===== src/rtl/frame_mean_abs_diff_ratio_unit_defines.svh =====
// ----------------------------------------------------------------------------
// Assertion macros for the frame mean absolute difference ratio unit
// Shared check forms, clocked on i_clk and held off while i_rst_n is low.
// ----------------------------------------------------------------------------
`ifndef FRAME_MEAN_ABS_DIFF_RATIO_UNIT_DEFINES_SVH
`define FRAME_MEAN_ABS_DIFF_RATIO_UNIT_DEFINES_SVH

// same-cycle implication
`define FMADR_ASSERT_NOW(lbl, ante, cons) \
    lbl: assert property (@(posedge i_clk) disable iff (!i_rst_n) (ante) |-> (cons)) \
        else $error("fmadr: same-cycle check failed");

// next-cycle implication
`define FMADR_ASSERT_NEXT(lbl, ante, cons) \
    lbl: assert property (@(posedge i_clk) disable iff (!i_rst_n) (ante) |=> (cons)) \
        else $error("fmadr: next-cycle check failed");

`endif


===== src/rtl/fmadr_pkg.sv =====
// ----------------------------------------------------------------------------
// fmadr_pkg
// Types, widths and codes shared by the frame difference ratio unit.
// ----------------------------------------------------------------------------
`timescale 1ns / 1ps

package fmadr_pkg;

    localparam int MAX_DIM     = 4096;
    localparam int POS_W       = $clog2(MAX_DIM);
    localparam int DIM_W       = 13;
    localparam int STRIDE_W    = 8;
    localparam int PHASE_CNT_W = 2;
    localparam int PIX_W       = 8;
    localparam int SUM_W       = 34;
    localparam int CNT_W       = 25;
    localparam int RATIO_W     = 17;
    localparam int DIV_W       = 35;          // 765 * count
    localparam int REM_W       = DIV_W + 1;   // shifted remainder
    localparam int FULL_SCALE  = 765;         // 3 channels * 255
    localparam int RATIO_MAX   = 65536;
    localparam int QUO_BITS    = 16;
    localparam int QUO_BIT_W   = $clog2(QUO_BITS);
    localparam int CFG_IDX_W   = 3;

    // register indexes
    localparam logic [CFG_IDX_W-1:0] CFG_FRAME_WIDTH  = 3'd0;
    localparam logic [CFG_IDX_W-1:0] CFG_FRAME_HEIGHT = 3'd1;
    localparam logic [CFG_IDX_W-1:0] CFG_SKIP_TOP     = 3'd2;
    localparam logic [CFG_IDX_W-1:0] CFG_SKIP_BOTTOM  = 3'd3;
    localparam logic [CFG_IDX_W-1:0] CFG_COL_STRIDE   = 3'd4;
    localparam logic [CFG_IDX_W-1:0] CFG_ROW_STRIDE   = 3'd5;
    localparam logic [CFG_IDX_W-1:0] CFG_PHASE_COUNT  = 3'd6;

    typedef struct packed {
        logic [PIX_W-1:0] first_blue;
        logic [PIX_W-1:0] first_green;
        logic [PIX_W-1:0] first_red;
        logic [PIX_W-1:0] second_blue;
        logic [PIX_W-1:0] second_green;
        logic [PIX_W-1:0] second_red;
    } t_pixel;

    typedef struct packed {
        logic [RATIO_W-1:0] diff_ratio;
        logic [CNT_W-1:0]   sample_count;
    } t_result;

    typedef struct packed {
        logic [DIM_W-1:0]       frame_width;
        logic [DIM_W-1:0]       frame_height;
        logic [DIM_W-1:0]       skip_top_rows;
        logic [DIM_W-1:0]       skip_bottom_rows;
        logic [STRIDE_W-1:0]    column_stride;
        logic [STRIDE_W-1:0]    row_stride;
        logic [PHASE_CNT_W-1:0] phase_count;
    } t_cfg;

    typedef struct packed {
        logic [1:0] hits;
        logic       frame_end;
    } t_scan_status;

    typedef enum logic [1:0] {
        OP_ACC   = 2'd0,   // a + |x - z|, doubled on two hits
        OP_SCALE = 2'd1,   // b * 765
        OP_CMP   = 2'd2,   // a >= b
        OP_STEP  = 2'd3    // one restoring divide step
    } t_alu_op;

    typedef struct packed {
        t_alu_op          op;
        logic [REM_W-1:0] a;
        logic [REM_W-1:0] b;
        logic [PIX_W-1:0] x;
        logic [PIX_W-1:0] z;
        logic             dbl;
    } t_alu_req;

    typedef struct packed {
        logic [REM_W-1:0] y;
        logic             flag;
    } t_alu_rsp;

    typedef enum logic [5:0] {
        S_IDLE  = 6'b000001,
        S_ACC   = 6'b000010,
        S_SCALE = 6'b000100,
        S_CHK   = 6'b001000,
        S_DIV   = 6'b010000,
        S_DONE  = 6'b100000
    } t_state;

endpackage


===== src/rtl/frame_mean_abs_diff_ratio_unit.sv =====
// ----------------------------------------------------------------------------
// frame_mean_abs_diff_ratio_unit
// Subsampled mean absolute difference of two frames, as a Q16 ratio.
// ----------------------------------------------------------------------------
// Two frames stream in together in raster order, one pixel pair per input
// word. Rows cropped at top and bottom are skipped; within the kept rows a
// pixel is sampled on the stride grid and, with two phases set, also on the
// grid offset by half a stride. Each sample adds |dB|+|dG|+|dR| to a running
// sum; the last pixel of a frame yields one output word carrying
// floor(sum*65536/(765*count)) (0 if nothing sampled) and the sample count.
// All arithmetic goes through one shared ALU under a small sequencer: an
// unsampled pixel is only accepted, while a sampled one is accepted and then
// takes one ALU pass per colour channel. The last pixel of a frame adds a
// scale step, a compare step, one restoring divide step per quotient bit and
// a load of the output register; a frame with no samples or a saturated
// ratio skips the divide steps. The output register frees the input side once
// loaded, but a new result waits while the previous one is still untaken.
// Config writes are accepted at any time (ready tied high) and must only be
// issued while the unit is idle.
// ----------------------------------------------------------------------------
`timescale 1ns / 1ps
`include "frame_mean_abs_diff_ratio_unit_defines.svh"

module frame_mean_abs_diff_ratio_unit import fmadr_pkg::*; (
    input  logic                 i_clk,
    input  logic                 i_rst_n,
    // pixel pair words
    input  logic                 i_in_valid,
    output logic                 o_in_ready,
    input  t_pixel               i_in_data,
    // result words
    output logic                 o_out_valid,
    input  logic                 i_out_ready,
    output t_result              o_out_data,
    // register writes
    input  logic                 i_cfg_valid,
    output logic                 o_cfg_ready,
    input  logic [CFG_IDX_W-1:0] i_cfg_index,
    input  logic [DIM_W-1:0]     i_cfg_data
);

    localparam logic [1:0] LAST_CHAN = 2'd2;

    // control state
    t_state               r_state, n_state;
    logic [1:0]           r_chan, n_chan;
    logic [QUO_BIT_W-1:0] r_bit, n_bit;
    logic [1:0]           r_hits, n_hits;
    logic                 r_last, n_last;
    logic [SUM_W-1:0]     r_sum, n_sum;
    logic [CNT_W-1:0]     r_cnt, n_cnt;
    logic                 r_out_valid, n_out_valid;
    t_cfg                 r_cfg, n_cfg;

    // payload / datapath
    t_pixel               r_in, n_in;
    logic [DIV_W-1:0]     r_div, n_div;
    logic [REM_W-1:0]     r_rem, n_rem;
    logic [RATIO_W-1:0]   r_quo, n_quo;
    t_result              r_out, n_out;

    logic                 in_acc;
    t_scan_status         scan;
    t_alu_req             alu_req;
    t_alu_rsp             alu_rsp;

    assign o_in_ready  = (r_state == S_IDLE);
    assign in_acc      = i_in_valid && o_in_ready;
    assign o_cfg_ready = 1'b1;
    assign o_out_valid = r_out_valid;
    assign o_out_data  = r_out;

    fmadr_raster u_raster (
        .i_clk    (i_clk),
        .i_rst_n  (i_rst_n),
        .i_cfg    (r_cfg),
        .i_step   (in_acc),
        .o_status (scan)
    );

    fmadr_alu u_alu (
        .i_req (alu_req),
        .o_rsp (alu_rsp)
    );

    // register file
    always_comb begin
        n_cfg = r_cfg;
        if (i_cfg_valid && o_cfg_ready) begin
            unique case (i_cfg_index)
                CFG_FRAME_WIDTH:  n_cfg.frame_width      = i_cfg_data;
                CFG_FRAME_HEIGHT: n_cfg.frame_height     = i_cfg_data;
                CFG_SKIP_TOP:     n_cfg.skip_top_rows    = i_cfg_data;
                CFG_SKIP_BOTTOM:  n_cfg.skip_bottom_rows = i_cfg_data;
                CFG_COL_STRIDE:   n_cfg.column_stride    = i_cfg_data[STRIDE_W-1:0];
                CFG_ROW_STRIDE:   n_cfg.row_stride       = i_cfg_data[STRIDE_W-1:0];
                CFG_PHASE_COUNT:  n_cfg.phase_count      = i_cfg_data[PHASE_CNT_W-1:0];
                default: ;
            endcase
        end
    end

    // sequencer
    always_comb begin
        n_state     = r_state;
        n_chan      = r_chan;
        n_bit       = r_bit;
        n_hits      = r_hits;
        n_last      = r_last;
        n_sum       = r_sum;
        n_cnt       = r_cnt;
        n_in        = r_in;
        n_div       = r_div;
        n_rem       = r_rem;
        n_quo       = r_quo;
        n_out       = r_out;
        n_out_valid = r_out_valid;

        alu_req     = '0;
        alu_req.op  = OP_ACC;
        alu_req.a   = REM_W'(r_sum);
        alu_req.dbl = r_hits[1];
        case (r_chan)
            2'd0: begin
                alu_req.x = r_in.first_blue;
                alu_req.z = r_in.second_blue;
            end
            2'd1: begin
                alu_req.x = r_in.first_green;
                alu_req.z = r_in.second_green;
            end
            default: begin
                alu_req.x = r_in.first_red;
                alu_req.z = r_in.second_red;
            end
        endcase

        if (r_out_valid && i_out_ready) begin
            n_out_valid = 1'b0;
        end

        unique case (r_state)
            S_IDLE: begin
                if (in_acc) begin
                    n_in   = i_in_data;
                    n_hits = scan.hits;
                    n_last = scan.frame_end;
                    n_cnt  = r_cnt + CNT_W'(scan.hits);
                    if (scan.hits != 2'd0) begin
                        n_state = S_ACC;
                    end else if (scan.frame_end) begin
                        n_state = S_SCALE;
                    end
                end
            end
            S_ACC: begin
                n_sum = alu_rsp.y[SUM_W-1:0];
                if (r_chan == LAST_CHAN) begin
                    n_chan  = '0;
                    n_state = r_last ? S_SCALE : S_IDLE;
                end else begin
                    n_chan = r_chan + 1'b1;
                end
            end
            S_SCALE: begin
                alu_req.op = OP_SCALE;
                alu_req.b  = REM_W'(r_cnt);
                if (r_cnt == '0) begin
                    n_quo   = '0;
                    n_state = S_DONE;
                end else begin
                    n_div   = alu_rsp.y[DIV_W-1:0];
                    n_state = S_CHK;
                end
            end
            S_CHK: begin
                // sum >= divisor means the ratio reaches full scale
                alu_req.op = OP_CMP;
                alu_req.b  = REM_W'(r_div);
                if (alu_rsp.flag) begin
                    n_quo   = RATIO_W'(RATIO_MAX);
                    n_state = S_DONE;
                end else begin
                    n_rem   = REM_W'(r_sum);
                    n_quo   = '0;
                    n_bit   = '0;
                    n_state = S_DIV;
                end
            end
            S_DIV: begin
                alu_req.op = OP_STEP;
                alu_req.a  = r_rem;
                alu_req.b  = REM_W'(r_div);
                n_rem      = alu_rsp.y;
                n_quo      = {r_quo[RATIO_W-2:0], alu_rsp.flag};
                n_bit      = r_bit + 1'b1;
                if (r_bit == QUO_BIT_W'(QUO_BITS - 1)) begin
                    n_state = S_DONE;
                end
            end
            S_DONE: begin
                if (!r_out_valid || i_out_ready) begin
                    n_out.diff_ratio   = r_quo;
                    n_out.sample_count = r_cnt;
                    n_out_valid        = 1'b1;
                    n_sum              = '0;
                    n_cnt              = '0;
                    n_state            = S_IDLE;
                end
            end
            default: begin
                n_state = S_IDLE;
            end
        endcase
    end

    always_ff @(posedge i_clk) begin
        if (!i_rst_n) begin
            r_state     <= S_IDLE;
            r_chan      <= '0;
            r_bit       <= '0;
            r_hits      <= '0;
            r_last      <= 1'b0;
            r_sum       <= '0;
            r_cnt       <= '0;
            r_out_valid <= 1'b0;
            r_cfg.frame_width      <= DIM_W'(640);
            r_cfg.frame_height     <= DIM_W'(480);
            r_cfg.skip_top_rows    <= '0;
            r_cfg.skip_bottom_rows <= '0;
            r_cfg.column_stride    <= STRIDE_W'(1);
            r_cfg.row_stride       <= STRIDE_W'(1);
            r_cfg.phase_count      <= PHASE_CNT_W'(1);
        end else begin
            r_state     <= n_state;
            r_chan      <= n_chan;
            r_bit       <= n_bit;
            r_hits      <= n_hits;
            r_last      <= n_last;
            r_sum       <= n_sum;
            r_cnt       <= n_cnt;
            r_out_valid <= n_out_valid;
            r_cfg       <= n_cfg;
        end
    end

    always_ff @(posedge i_clk) begin
        r_in  <= n_in;
        r_div <= n_div;
        r_rem <= n_rem;
        r_quo <= n_quo;
        r_out <= n_out;
    end

    // checks
    `FMADR_ASSERT_NOW(a_rem_below_div, r_state == S_DIV, r_rem < REM_W'(r_div))
    `FMADR_ASSERT_NOW(a_ratio_bound, r_state == S_DONE, r_quo <= RATIO_W'(RATIO_MAX))
    `FMADR_ASSERT_NEXT(a_div_len, (r_state == S_DIV) && (r_bit == QUO_BIT_W'(QUO_BITS - 1)), r_state == S_DONE)
    `FMADR_ASSERT_NEXT(a_hit_to_acc, in_acc && (scan.hits != 2'd0), r_state == S_ACC)

endmodule


===== src/rtl/fmadr_alu.sv =====
// ----------------------------------------------------------------------------
// fmadr_alu
// Shared arithmetic unit: accumulate, constant scale, compare, divide step.
// ----------------------------------------------------------------------------
`timescale 1ns / 1ps

module fmadr_alu import fmadr_pkg::*; (
    input  t_alu_req i_req,
    output t_alu_rsp o_rsp
);

    logic [PIX_W-1:0] absd;
    logic [REM_W-1:0] shifted;
    logic [DIV_W-1:0] prod;

    always_comb begin
        absd    = (i_req.x > i_req.z) ? (i_req.x - i_req.z) : (i_req.z - i_req.x);
        shifted = {i_req.a[REM_W-2:0], 1'b0};
        prod    = DIV_W'(i_req.b[CNT_W-1:0]) * DIV_W'(FULL_SCALE);
        o_rsp   = '0;
        unique case (i_req.op)
            OP_ACC: begin
                o_rsp.y = i_req.dbl ? (i_req.a + REM_W'({absd, 1'b0}))
                                    : (i_req.a + REM_W'(absd));
            end
            OP_SCALE: begin
                o_rsp.y = REM_W'(prod);
            end
            OP_CMP: begin
                o_rsp.flag = (i_req.a >= i_req.b);
            end
            OP_STEP: begin
                o_rsp.flag = (shifted >= i_req.b);
                o_rsp.y    = o_rsp.flag ? (shifted - i_req.b) : shifted;
            end
            default: begin
                o_rsp = '0;
            end
        endcase
    end

endmodule


===== src/rtl/fmadr_raster.sv =====
// ----------------------------------------------------------------------------
// fmadr_raster
// Raster position and stride phase tracking; flags sample hits and frame end.
// ----------------------------------------------------------------------------
`timescale 1ns / 1ps

module fmadr_raster import fmadr_pkg::*; (
    input  logic         i_clk,
    input  logic         i_rst_n,
    input  t_cfg         i_cfg,
    input  logic         i_step,
    output t_scan_status o_status
);

    logic [POS_W-1:0]    r_col, n_col;
    logic [POS_W-1:0]    r_row, n_row;
    logic [STRIDE_W-1:0] r_col_ph, n_col_ph;
    logic [STRIDE_W-1:0] r_row_ph, n_row_ph;

    logic [DIM_W-1:0]    w, h, y0, rows_left, bot, y1;
    logic [STRIDE_W-1:0] xs, ys, col_adv, row_adv;
    logic                two_ph, in_rows, hit_a, hit_b, row_end, frame_end;

    always_comb begin
        w = (i_cfg.frame_width == '0) ? DIM_W'(1)
          : ((i_cfg.frame_width > DIM_W'(MAX_DIM)) ? DIM_W'(MAX_DIM) : i_cfg.frame_width);
        h = (i_cfg.frame_height == '0) ? DIM_W'(1)
          : ((i_cfg.frame_height > DIM_W'(MAX_DIM)) ? DIM_W'(MAX_DIM) : i_cfg.frame_height);
        y0        = (i_cfg.skip_top_rows < h) ? i_cfg.skip_top_rows : h;
        rows_left = h - y0;
        bot       = (i_cfg.skip_bottom_rows < rows_left) ? i_cfg.skip_bottom_rows : rows_left;
        y1        = h - bot;

        xs = (i_cfg.column_stride == '0) ? STRIDE_W'(1) : i_cfg.column_stride;
        ys = (i_cfg.row_stride == '0) ? STRIDE_W'(1) : i_cfg.row_stride;
        // codes 2 and 3 both mean two grids
        two_ph = i_cfg.phase_count[1] && !(xs == STRIDE_W'(1) && ys == STRIDE_W'(1));

        in_rows = (DIM_W'(r_row) >= y0) && (DIM_W'(r_row) < y1);
        hit_a   = in_rows && (r_col_ph == '0) && (r_row_ph == '0);
        hit_b   = in_rows && two_ph && (r_col_ph == (xs >> 1)) && (r_row_ph == (ys >> 1));

        row_end   = (DIM_W'(r_col) + DIM_W'(1)) >= w;
        frame_end = row_end && ((DIM_W'(r_row) + DIM_W'(1)) >= h);

        col_adv = ((STRIDE_W + 1)'(r_col_ph) + 1'b1 >= (STRIDE_W + 1)'(xs))
                ? '0 : r_col_ph + 1'b1;
        row_adv = ((STRIDE_W + 1)'(r_row_ph) + 1'b1 >= (STRIDE_W + 1)'(ys))
                ? '0 : r_row_ph + 1'b1;

        o_status.hits      = {hit_a & hit_b, hit_a ^ hit_b};
        o_status.frame_end = frame_end;

        n_col    = r_col;
        n_row    = r_row;
        n_col_ph = r_col_ph;
        n_row_ph = r_row_ph;
        if (i_step) begin
            if (frame_end) begin
                n_col    = '0;
                n_row    = '0;
                n_col_ph = '0;
                n_row_ph = '0;
            end else if (row_end) begin
                n_row_ph = (DIM_W'(r_row) >= y0) ? row_adv : '0;
                n_col    = '0;
                n_col_ph = '0;
                n_row    = r_row + 1'b1;
            end else begin
                n_col    = r_col + 1'b1;
                n_col_ph = col_adv;
            end
        end
    end

    always_ff @(posedge i_clk) begin
        if (!i_rst_n) begin
            r_col    <= '0;
            r_row    <= '0;
            r_col_ph <= '0;
            r_row_ph <= '0;
        end else begin
            r_col    <= n_col;
            r_row    <= n_row;
            r_col_ph <= n_col_ph;
            r_row_ph <= n_row_ph;
        end
    end

endmodule


===== config.mk =====
export PLATFORM = sky130hd
export DESIGN_NAME = frame_mean_abs_diff_ratio_unit
export DESIGN_NICKNAME = d
export VERILOG_FILES = /design/src/rtl/fmadr_pkg.sv /design/src/rtl/frame_mean_abs_diff_ratio_unit.sv /design/src/rtl/fmadr_alu.sv /design/src/rtl/fmadr_raster.sv
export VERILOG_INCLUDE_DIRS = /design/src /design/src/rtl
export SDC_FILE = /design/constraint.sdc
export NUM_CORES = 2
export LEC_CHECK = 0
export BUFFER_PORTS_ARGS = -buffer_cell sky130_fd_sc_hd__buf_2
export CAP_MARGIN = 20
export CORE_ASPECT_RATIO = 1.4
export CORE_UTILIZATION = 59
export DETAILED_ROUTE_END_ITERATION = 8
export PLACE_DENSITY_LB_ADDON = 0.05
export SYNTH_ARGS = -nofsm -noshare
export SYNTH_HDL_FRONTEND = slang
export SYNTH_SLANG_ARGS = --single-unit

===== constraint.sdc =====
create_clock -name i_clk -period 17.7 [get_ports i_clk]
set_input_delay 0 -clock i_clk [delete_from_list [all_inputs] [get_ports i_clk]]
set_output_delay 0 -clock i_clk [all_outputs]
set_load 0.03 [all_outputs]

* Yosys cells after proc, flatten, opt, wreduce, memory -nomap -nowiden
Index checks and enable logic that the tools add are counted.
Word-level totals: register bits 363, output and inout port bits 45, word-level logic and storage cells 195
Cells by class: add/subtract/negate cells 18, multiply operators 1, magnitude comparators 13, equal/unequal tests 29, multiplexer cells 54, bitwise logic cells 3, reductions and logical operators 47
Operators by type and width (count):
- 2-to-1 mux 36 bit | 4
- one-hot mux 36 bit (3 select lines) | 1
- 2-to-1 mux 8 bit | 10
- 2-to-1 mux 13 bit | 6
- greater-or-equal comparator 36 x 35 -> 1 bit | 2
- one-hot mux 36 bit (2 select lines) | 1
- one-hot mux 35 bit (2 select lines) | 1
- one-hot mux 34 bit (2 select lines) | 1
- one-hot mux 17 bit (3 select lines) | 1
- 2-to-1 mux 25 bit | 2
- one-hot mux 25 bit (2 select lines) | 1
- 2-to-1 mux 12 bit | 4
- 2-to-1 mux 6 bit | 8
- adder 36 x 8 -> 36 bit | 1
- adder 36 x 9 -> 36 bit | 1
- one-hot mux 6 bit (6 select lines) | 1
- subtractor 36 x 35 -> 36 bit | 1
- multiplier 25 x 10 -> 35 bit, second input constant | 1
- 2-to-1 mux 17 bit | 2
- 2-to-1 mux 34 bit | 1
- zero test 8 bit | 4
- one-hot mux 16 bit (2 select lines) | 1
- AND reduction 2 bit | 14
- adder 12 x 1 -> 13 bit, second input constant | 2
- other kinds (54) | 94

* Logic depth before layout (Yosys ltp)
depth in word-level cells 19, depth in mapped cells 59

* By module
From an unflattened synthesis, not the netlist that was laid out.
Second synthesis, totals: cell total of the unflattened synthesis 3476, area, all modules 30483.0 um^2
By module, submodules not included:
- frame_mean_abs_diff_ratio_unit | instances 1, cells an instance 1216, area an instance 12600.8 um^2, sequential area each 8227.9 um^2
- fmadr_alu | instances 1, cells an instance 1463, area an instance 11785.1 um^2, sequential area each 0.0 um^2
- fmadr_raster | instances 1, cells an instance 797, area an instance 6097.1 um^2, sequential area each 800.8 um^2

* Worst setup path before layout
Ideal clock, no wire load.
kind register to register, start point register r_cfg[56] (netlist name), end point register r_cnt[22], library setup time 128 ps, data arrival time 10816 ps, data required time 17572 ps, path slack 6757 ps, stages on the path, launching flop included 59, buffers on the path 4, cell sequence dfxtp_1 > inv_1 > buf_1 > nand2_1 > ha_1 > and3_1 > a221o_1 > a21o_1 > a21oi_1 > clkbuf_1 > nand2_1 > o21ai_0 > ha_1 > fa_1 > nor2b_1 > o21a_1 > o21ai_0 > a21oi_1 > (+23 left out) > o21a_1 > o21ai_0 > nand2b_1 > a21oi_1 > a2111o_1 > nor3b_1 > a31oi_1 > and3_1 > ha_1 > ha_1 > fa_1 > o2111ai_1 > nor2_1 > and4_1 > nor2b_1 > nand3_1 > xor2_1 > nor2_1
On the way: longest elaborated chain between the ends 18
RTL lines:
- from (decl) | line frame_mean_abs_diff_ratio_unit.sv:53 | t_cfg r_cfg, n_cfg;
- from (signal assigned) | line frame_mean_abs_diff_ratio_unit.sv:243 | r_cfg <= n_cfg;
- greater-than comparator 13 bit | line fmadr_raster.sv:28 | : ((i_cfg.frame_height > DIM_W'(MAX_DIM)) ? DIM_W'(MAX_DIM) : i_cfg.frame_height);
- 2-to-1 mux 13 bit | line fmadr_raster.sv:28
- 2-to-1 mux 13 bit (*) | line fmadr_raster.sv:27 | h = (i_cfg.frame_height == '0) ? DIM_W'(1)
- less-than comparator 13 bit | line fmadr_raster.sv:29 | y0 = (i_cfg.skip_top_rows < h) ? i_cfg.skip_top_rows : h;
- 2-to-1 mux 13 bit | line fmadr_raster.sv:29
- subtractor 13 bit | line fmadr_raster.sv:30 | rows_left = h - y0;
- less-than comparator 13 bit | line fmadr_raster.sv:31 | bot = (i_cfg.skip_bottom_rows < rows_left) ? i_cfg.skip_bottom_rows : rows_left;
- 2-to-1 mux 13 bit | line fmadr_raster.sv:31
- subtractor 13 bit | line fmadr_raster.sv:32 | y1 = h - bot;
- less-than comparator 12 x 13 -> 1 bit | line fmadr_raster.sv:39 | in_rows = (DIM_W'(r_row) >= y0) && (DIM_W'(r_row) < y1);
- logical AND 1 bit (*) | line fmadr_raster.sv:39
- logical AND 1 bit (3 in a row) | line fmadr_raster.sv:41 | hit_b = in_rows && two_ph && (r_col_ph == (xs >> 1)) && (r_row_ph == (ys >> 1));
- bitwise XOR 1 bit or AND 1 bit (tied branches) | line fmadr_raster.sv:51 | o_status.hits = {hit_a & hit_b, hit_a ^ hit_b};
- adder 25 x 2 -> 25 bit (*) | line frame_mean_abs_diff_ratio_unit.sv:148 | n_cnt = r_cnt + CNT_W'(scan.hits);
- 2-to-1 mux 25 bit (*) | line frame_mean_abs_diff_ratio_unit.sv:144 | if (in_acc) begin
- one-hot mux 25 bit (2 select lines) (*) | line frame_mean_abs_diff_ratio_unit.sv:142 | unique case (r_state)
- to (signal assigned) | line frame_mean_abs_diff_ratio_unit.sv:241 | r_cnt <= n_cnt;
- to (decl) | line frame_mean_abs_diff_ratio_unit.sv:51 | logic [CNT_W-1:0] r_cnt, n_cnt;
Every way passes the cells marked *; elsewhere a longest branch is shown, timed or not. The select of a mux whose other input is x is not followed. A chain may end at the register's enable or synchronous reset.

* Worst setup path after layout
Ends and elaborated chain as after synthesis.

==> report_table.html <==
<table>
<tr><th>Metric</th><th>Value</th></tr>
<tr><th colspan="2">Run status</th></tr>
<tr><td>Run status</td><td>finished, violations left</td></tr>
<tr><td>Failing checks</td><td>DRC</td></tr>
<tr><th colspan="2">Placed design</th></tr>
<tr><td>Final weighted congestion in routability-driven placement</td><td>0.954</td></tr>
<tr><td>Port Buf Inserts</td><td>112</td></tr>
<tr><td>Post-Place Cell Area</td><td>31100 um^2</td></tr>
<tr><td>DPL Wire Length</td><td>69600 um</td></tr>
<tr><th colspan="2">Synth</th></tr>
<tr><td>Syn Inst Count</td><td>3345</td></tr>
<tr><td>Register area share after synthesis</td><td>30.0%</td></tr>
<tr><td>Number of different library cells in the post-synthesis netlist</td><td>102</td></tr>
<tr><td>Syn_nets</td><td>3884</td></tr>
<tr><td>Total number of yosys warnings</td><td>0</td></tr>
<tr><td>Synth Cell Area</td><td>30000 um^2</td></tr>
<tr><td>Per-instance average area after synthesis</td><td>8.97 um^2</td></tr>
<tr><td>Share of synthesized registers carrying an async set or reset</td><td>0%</td></tr>
<tr><td>Post-synthesis sequential element count</td><td>361</td></tr>
<tr><td>Most instantiated flip-flop cell in the synthesis netlist</td><td>sky130_fd_sc_hd__dfxtp_1</td></tr>
<tr><td>Number of enable-type register cells in the synthesized netlist</td><td>178</td></tr>
<tr><th colspan="2">Pwr</th></tr>
<tr><td>Switching power total</td><td>924 uW</td></tr>
<tr><td>Internal</td><td>1740 uW</td></tr>
<tr><td>Total leakage power</td><td>0.0150 uW</td></tr>
<tr><td>Share of power burned in registers</td><td>36.0%</td></tr>
<tr><td>Worst voltage drop across the vdd grid</td><td>0.0783 mV</td></tr>
<tr><td>Power density over the cells</td><td>80.5 nW/um^2</td></tr>
<tr><td>Combinational Power Share</td><td>32.7%</td></tr>
<tr><td>Clock Power Share</td><td>31.3%</td></tr>
<tr><td>Switching share of power</td><td>34.7%</td></tr>
<tr><th colspan="2">Job</th></tr>
<tr><td>Number of max-cap violations</td><td>0</td></tr>
<tr><th colspan="2">STA</th></tr>
<tr><td>Slew of the pin with the lowest slew margin</td><td>1040 ps</td></tr>
<tr><td>Worst clock skew on the final layout</td><td>17.1 ps</td></tr>
<tr><td>Total count of hold-check failures in the final report</td><td>0</td></tr>
<tr><td>Relative slew slack</td><td>30.9%</td></tr>
<tr><td>Final period demand of the worst path</td><td>12710 ps</td></tr>
<tr><td>Slew Limit Fails</td><td>0</td></tr>
<tr><td>Final cycle utilization of the critical path</td><td>71.8%</td></tr>
<tr><td>Achievable Freq</td><td>0.0787 GHz</td></tr>
<tr><td>Setup repair after global routing missed its margin</td><td>false</td></tr>
<tr><td>Final setup violation count</td><td>0</td></tr>
<tr><td>Post-Route Setup TNS</td><td>0 ps</td></tr>
<tr><th colspan="2">Floorplanning</th></tr>
<tr><td>Full die area</td><td>51800 um^2</td></tr>
<tr><td>Effective utilization at floorplan</td><td>59.9%</td></tr>
<tr><td>I/O pin cnt</td><td>114</td></tr>
<tr><td>Standard cell core area</td><td>50100 um^2</td></tr>
<tr><td>Site Rows</td><td>97</td></tr>
<tr><td>Die extent in x</td><td>193 um</td></tr>
<tr><td>Vertical die dimension</td><td>269 um</td></tr>
<tr><th colspan="2">Setup path</th></tr>
<tr><td>Worst setup path startpoint</td><td>r_cfg[56]$_SDFFE_PN0P_</td></tr>
<tr><td>Cell type group with the largest total delay on the critical path</td><td>compound AO/OA/AOI/OAI gates</td></tr>
<tr><td>CP arrival</td><td>13120 ps</td></tr>
<tr><td>Sort of element at the start of the critical path</td><td>flip-flop</td></tr>
<tr><td>CP Data Required Time</td><td>18110 ps</td></tr>
<tr><td>Cell with the largest stage delay on the worst path</td><td>sky130_fd_sc_hd__and3_1</td></tr>
<tr><td>Category of the worst setup path capture point</td><td>flip-flop</td></tr>
<tr><td>CP Buf/Inv Count</td><td>1</td></tr>
<tr><td>R2R depth</td><td>51</td></tr>
<tr><td>Critical Path Max Stage Delay</td><td>790 ps</td></tr>
<tr><td>Crit Path Max Fanout</td><td>26</td></tr>
<tr><td>Reg2Reg Launch Point</td><td>r_cfg[56]$_SDFFE_PN0P_</td></tr>
<tr><td>Kind of critical path</td><td>flip-flop to flip-flop</td></tr>
<tr><td>WP depth</td><td>51</td></tr>
<tr><th colspan="2">Global routing</th></tr>
<tr><td>GRT Total Usage</td><td>35.1%</td></tr>
<tr><td>First-pass GRT wire length</td><td>141000 um</td></tr>
<tr><td>GRT Residual Overflow</td><td>0</td></tr>
<tr><td>Maximum number of pins on one net before global-route repair</td><td>88</td></tr>
<tr><td>Vias in the first global route</td><td>26500</td></tr>
<tr><td>Number of antenna violations at the first check in global routing</td><td>2</td></tr>
<tr><th colspan="2">Clocking</th></tr>
<tr><td>Clock Tree Buf Depth</td><td>3</td></tr>
<tr><td>Clock buffers created by TritonCTS</td><td>38</td></tr>
<tr><td>Clock root cell</td><td>sky130_fd_sc_hd__clkbuf_16</td></tr>
<tr><td>Reg clk slew, reported paths</td><td>60 ps</td></tr>
<tr><td>Maximum level of the CTS H-tree</td><td>2</td></tr>
<tr><td># resized after CTS</td><td>0</td></tr>
<tr><td>CTS tree</td><td>yes</td></tr>
<tr><td>Clock latency reported for the late side of the worst-skew pair</td><td>560 ps</td></tr>
<tr><td>Setup fix buffers added after clock tree synthesis</td><td>0</td></tr>
<tr><td>Clock tree sinks</td><td>361</td></tr>
<tr><td>Count of hold buffers inserted by post-cts repair</td><td>67</td></tr>
<tr><th colspan="2">Layout</th></tr>
<tr><td>Area of all placed cells without fillers</td><td>33100 um^2</td></tr>
<tr><td>Area growth, synth to finish</td><td>10.3%</td></tr>
<tr><td>Share of post-route cells with drive strength above 1</td><td>7.51%</td></tr>
<tr><td>Number of nets in the layout</td><td>4011</td></tr>
<tr><td>Filler cell count</td><td>4226</td></tr>
<tr><th colspan="2">Detailed routing</th></tr>
<tr><td>Routed vias</td><td>26000</td></tr>
<tr><td>Post-route ant nets</td><td>0</td></tr>
<tr><td>Detailed-route DRC error count</td><td>2</td></tr>
<tr><td>First-pass DRT Iterations</td><td>9</td></tr>
<tr><td>First-iteration detailed-routing DRC count</td><td>1801</td></tr>
<tr><td>Routed wire length per instance</td><td>22.1 um</td></tr>
<tr><td>Vias per std cell</td><td>6.26</td></tr>
<tr><td>Total Wirelength</td><td>91400 um</td></tr>
<tr><th colspan="2">Min path</th></tr>
<tr><td>Hold path depth</td><td>4</td></tr>
<tr><td>Startpoint of the worst hold path</td><td>i_in_valid</td></tr>
<tr><td>Tightest Hold Check Type</td><td>input port to flip-flop</td></tr>
</table>
[power groups by stage]
stage / registers [uW] / logic (uW) / clock network, uW
5_1_grt: 962 / 941 / 868
3_5_place_dp: 974 / 835 / 0
4_1_cts: 956 / 853 / 840
6_report: 959 / 871 / 834
3_3_place_gp: 972 / 816 / 0
2_1_floorplan: 966 / 613 / 0
[synth_stat cells, types with 6 or more instances]
cell | instances | area, um^2
sky130_fd_sc_hd__xor2_1 | 74 | 648
sky130_fd_sc_hd__nor2b_1 | 37 | 231
sky130_fd_sc_hd__o21bai_1 | 8 | 60.1
sky130_fd_sc_hd__o21a_1 | 26 | 195
sky130_fd_sc_hd__nand4_1 | 44 | 275
sky130_fd_sc_hd__inv_1 | 287 | 1080
sky130_fd_sc_hd__o221ai_1 | 9 | 78.8
sky130_fd_sc_hd__nor3b_1 | 12 | 90.1
sky130_fd_sc_hd__a21o_1 | 77 | 578
sky130_fd_sc_hd__nand2_1 | 427 | 1600
sky130_fd_sc_hd__nand3_1 | 81 | 405
sky130_fd_sc_hd__a211oi_1 | 27 | 203
sky130_fd_sc_hd__o21ai_0 | 163 | 816
sky130_fd_sc_hd__o211ai_1 | 25 | 188
sky130_fd_sc_hd__o22ai_1 | 8 | 50.1
sky130_fd_sc_hd__dfxtp_1 | 183 | 3660
sky130_fd_sc_hd__nor2_1 | 178 | 668
sky130_fd_sc_hd__o2111ai_1 | 14 | 123
sky130_fd_sc_hd__nand3b_1 | 20 | 150
sky130_fd_sc_hd__a2111oi_0 | 8 | 70.1
sky130_fd_sc_hd__nor4_1 | 19 | 119
sky130_fd_sc_hd__a21boi_0 | 6 | 45.0
sky130_fd_sc_hd__nand2b_1 | 26 | 163
sky130_fd_sc_hd__o31ai_1 | 10 | 75.1
sky130_fd_sc_hd__a21oi_1 | 260 | 1300
sky130_fd_sc_hd__a211o_1 | 11 | 96.3
sky130_fd_sc_hd__fa_1 | 141 | 2820
sky130_fd_sc_hd__a22o_1 | 24 | 210
sky130_fd_sc_hd__buf_2 | 6 | 30.0
sky130_fd_sc_hd__o211a_1 | 7 | 70.1
sky130_fd_sc_hd__mux2i_1 | 53 | 531
sky130_fd_sc_hd__or3_1 | 24 | 150
sky130_fd_sc_hd__or2_2 | 13 | 81.3
sky130_fd_sc_hd__and2_1 | 16 | 100
sky130_fd_sc_hd__and3_1 | 70 | 438
sky130_fd_sc_hd__edfxtp_1 | 178 | 5350
sky130_fd_sc_hd__a31oi_1 | 25 | 156
sky130_fd_sc_hd__buf_1 | 6 | 22.5
sky130_fd_sc_hd__a22oi_1 | 34 | 255
sky130_fd_sc_hd__ha_1 | 329 | 4120
sky130_fd_sc_hd__xnor2_1 | 98 | 858
sky130_fd_sc_hd__clkbuf_1 | 104 | 390
sky130_fd_sc_hd__o21ai_1 | 9 | 45.0
sky130_fd_sc_hd__nor3_1 | 43 | 215
sky130_fd_sc_hd__or4_1 | 11 | 82.6
[final timing paths]
check / to / slack (ps)
worst max-delay path: r_cnt[22]$_SDFFE_PN0P_ / 4990
worst min register to register: o_out_data[41]$_DFFE_PP_ / 420
worst max register to register: r_cnt[22]$_SDFFE_PN0P_ / 4990
worst min-delay path: r_state[1]$_SDFFE_PN0P_ / 30
[worst reg2reg max path: cells and delay by family (launching register included)]
kind / cells / cell delay (ps)
mux: 1 / 420
xor+xnor: 3 / 560
fa+ha+maj: 9 / 2320
simple gates: 15 / 3220
compound gates: 22 / 5260
buf+inv: 1 / 410
flops: 1 / 360
[metal layers]
layer  up-vias  routed length, um  track usage (%)
li1      12200                  -                -
met1     12600              33200             37.3
met2       881              48300             66.2
met3       291               4540             3.89
met4         0               5430             19.9
met5         -                  0                0
[sequential cells by signal (all words and copies together) (netlist names), 4 cells and up]
| name | flops |
|---|---|
| o_out_data | 42 |
| r_bit | 4 |
| r_cfg | 69 |
| r_cnt | 25 |
| r_div | 35 |
| r_in | 48 |
| r_quo | 17 |
| r_rem | 36 |
| r_state | 6 |
| r_sum | 34 |
| u_raster.r_col | 12 |
| u_raster.r_col_ph | 8 |
| u_raster.r_row | 12 |
| u_raster.r_row_ph | 8 |
[stage by stage]
step | cells | setup slack, ps | util [%] | power, uW | hold slack (ps)
4_1_cts | 4145 | 5080 | 66.0 | 2650 | 8.73
5_1_grt | 4147 | 3870 | 66.0 | 2770 | 57.7
3_3_place_gp | 4007 | 5550 | 62.1 | 1790 | 177
2_1_floorplan | 3345 | 6760 | - | 1580 | 98.9
3_5_place_dp | 4008 | 5150 | 62.1 | 1810 | 178
6_report | 4147 | 4990 | 66.0 | 2660 | 29.2
[logic make-up after synthesis]
logic type	after synthesis	synth area share (%)
mux	59	2.00
compound gates	827	17.9
flops	361	30.0
simple gates	1045	16.7
xor+xnor	172	5.02
fa+ha+maj	470	23.1
other cells	1	0.0125
buf+inv	410	5.24
[area by class of cell]
cell class	instances	area [um^2]	share of cell area, %
inverters	289	1080	3.28
well taps	643	805	2.43
repair buffers	208	1450	4.37
diodes	2	5.00	0.0151
clock buffers	56	1160	3.50
multi-input cells	2574	19500	58.8
flip-flops and latches	361	9010	27.2
clock inverters	14	126	0.382
[placed cells by master, fill, tap and decap left out, drive strengths merged, types with 28 or more instances in the layout]
master and count:
nor3 44, nand3 82, edfxtp 178, nand2 428, inv 291, and3 70
xnor2 98, buf 141, a21o 77, ha 329, a22oi 34, nor2 178
mux2i 54, fa 141, o21ai 175, dfxtp 183, a21oi 264, dlygate4sd3 67
nor2b 37, nand4 44, clkbuf 56, a211oi 28, xor2 74
No activity file was read; power rests on OpenSTA's default activity.
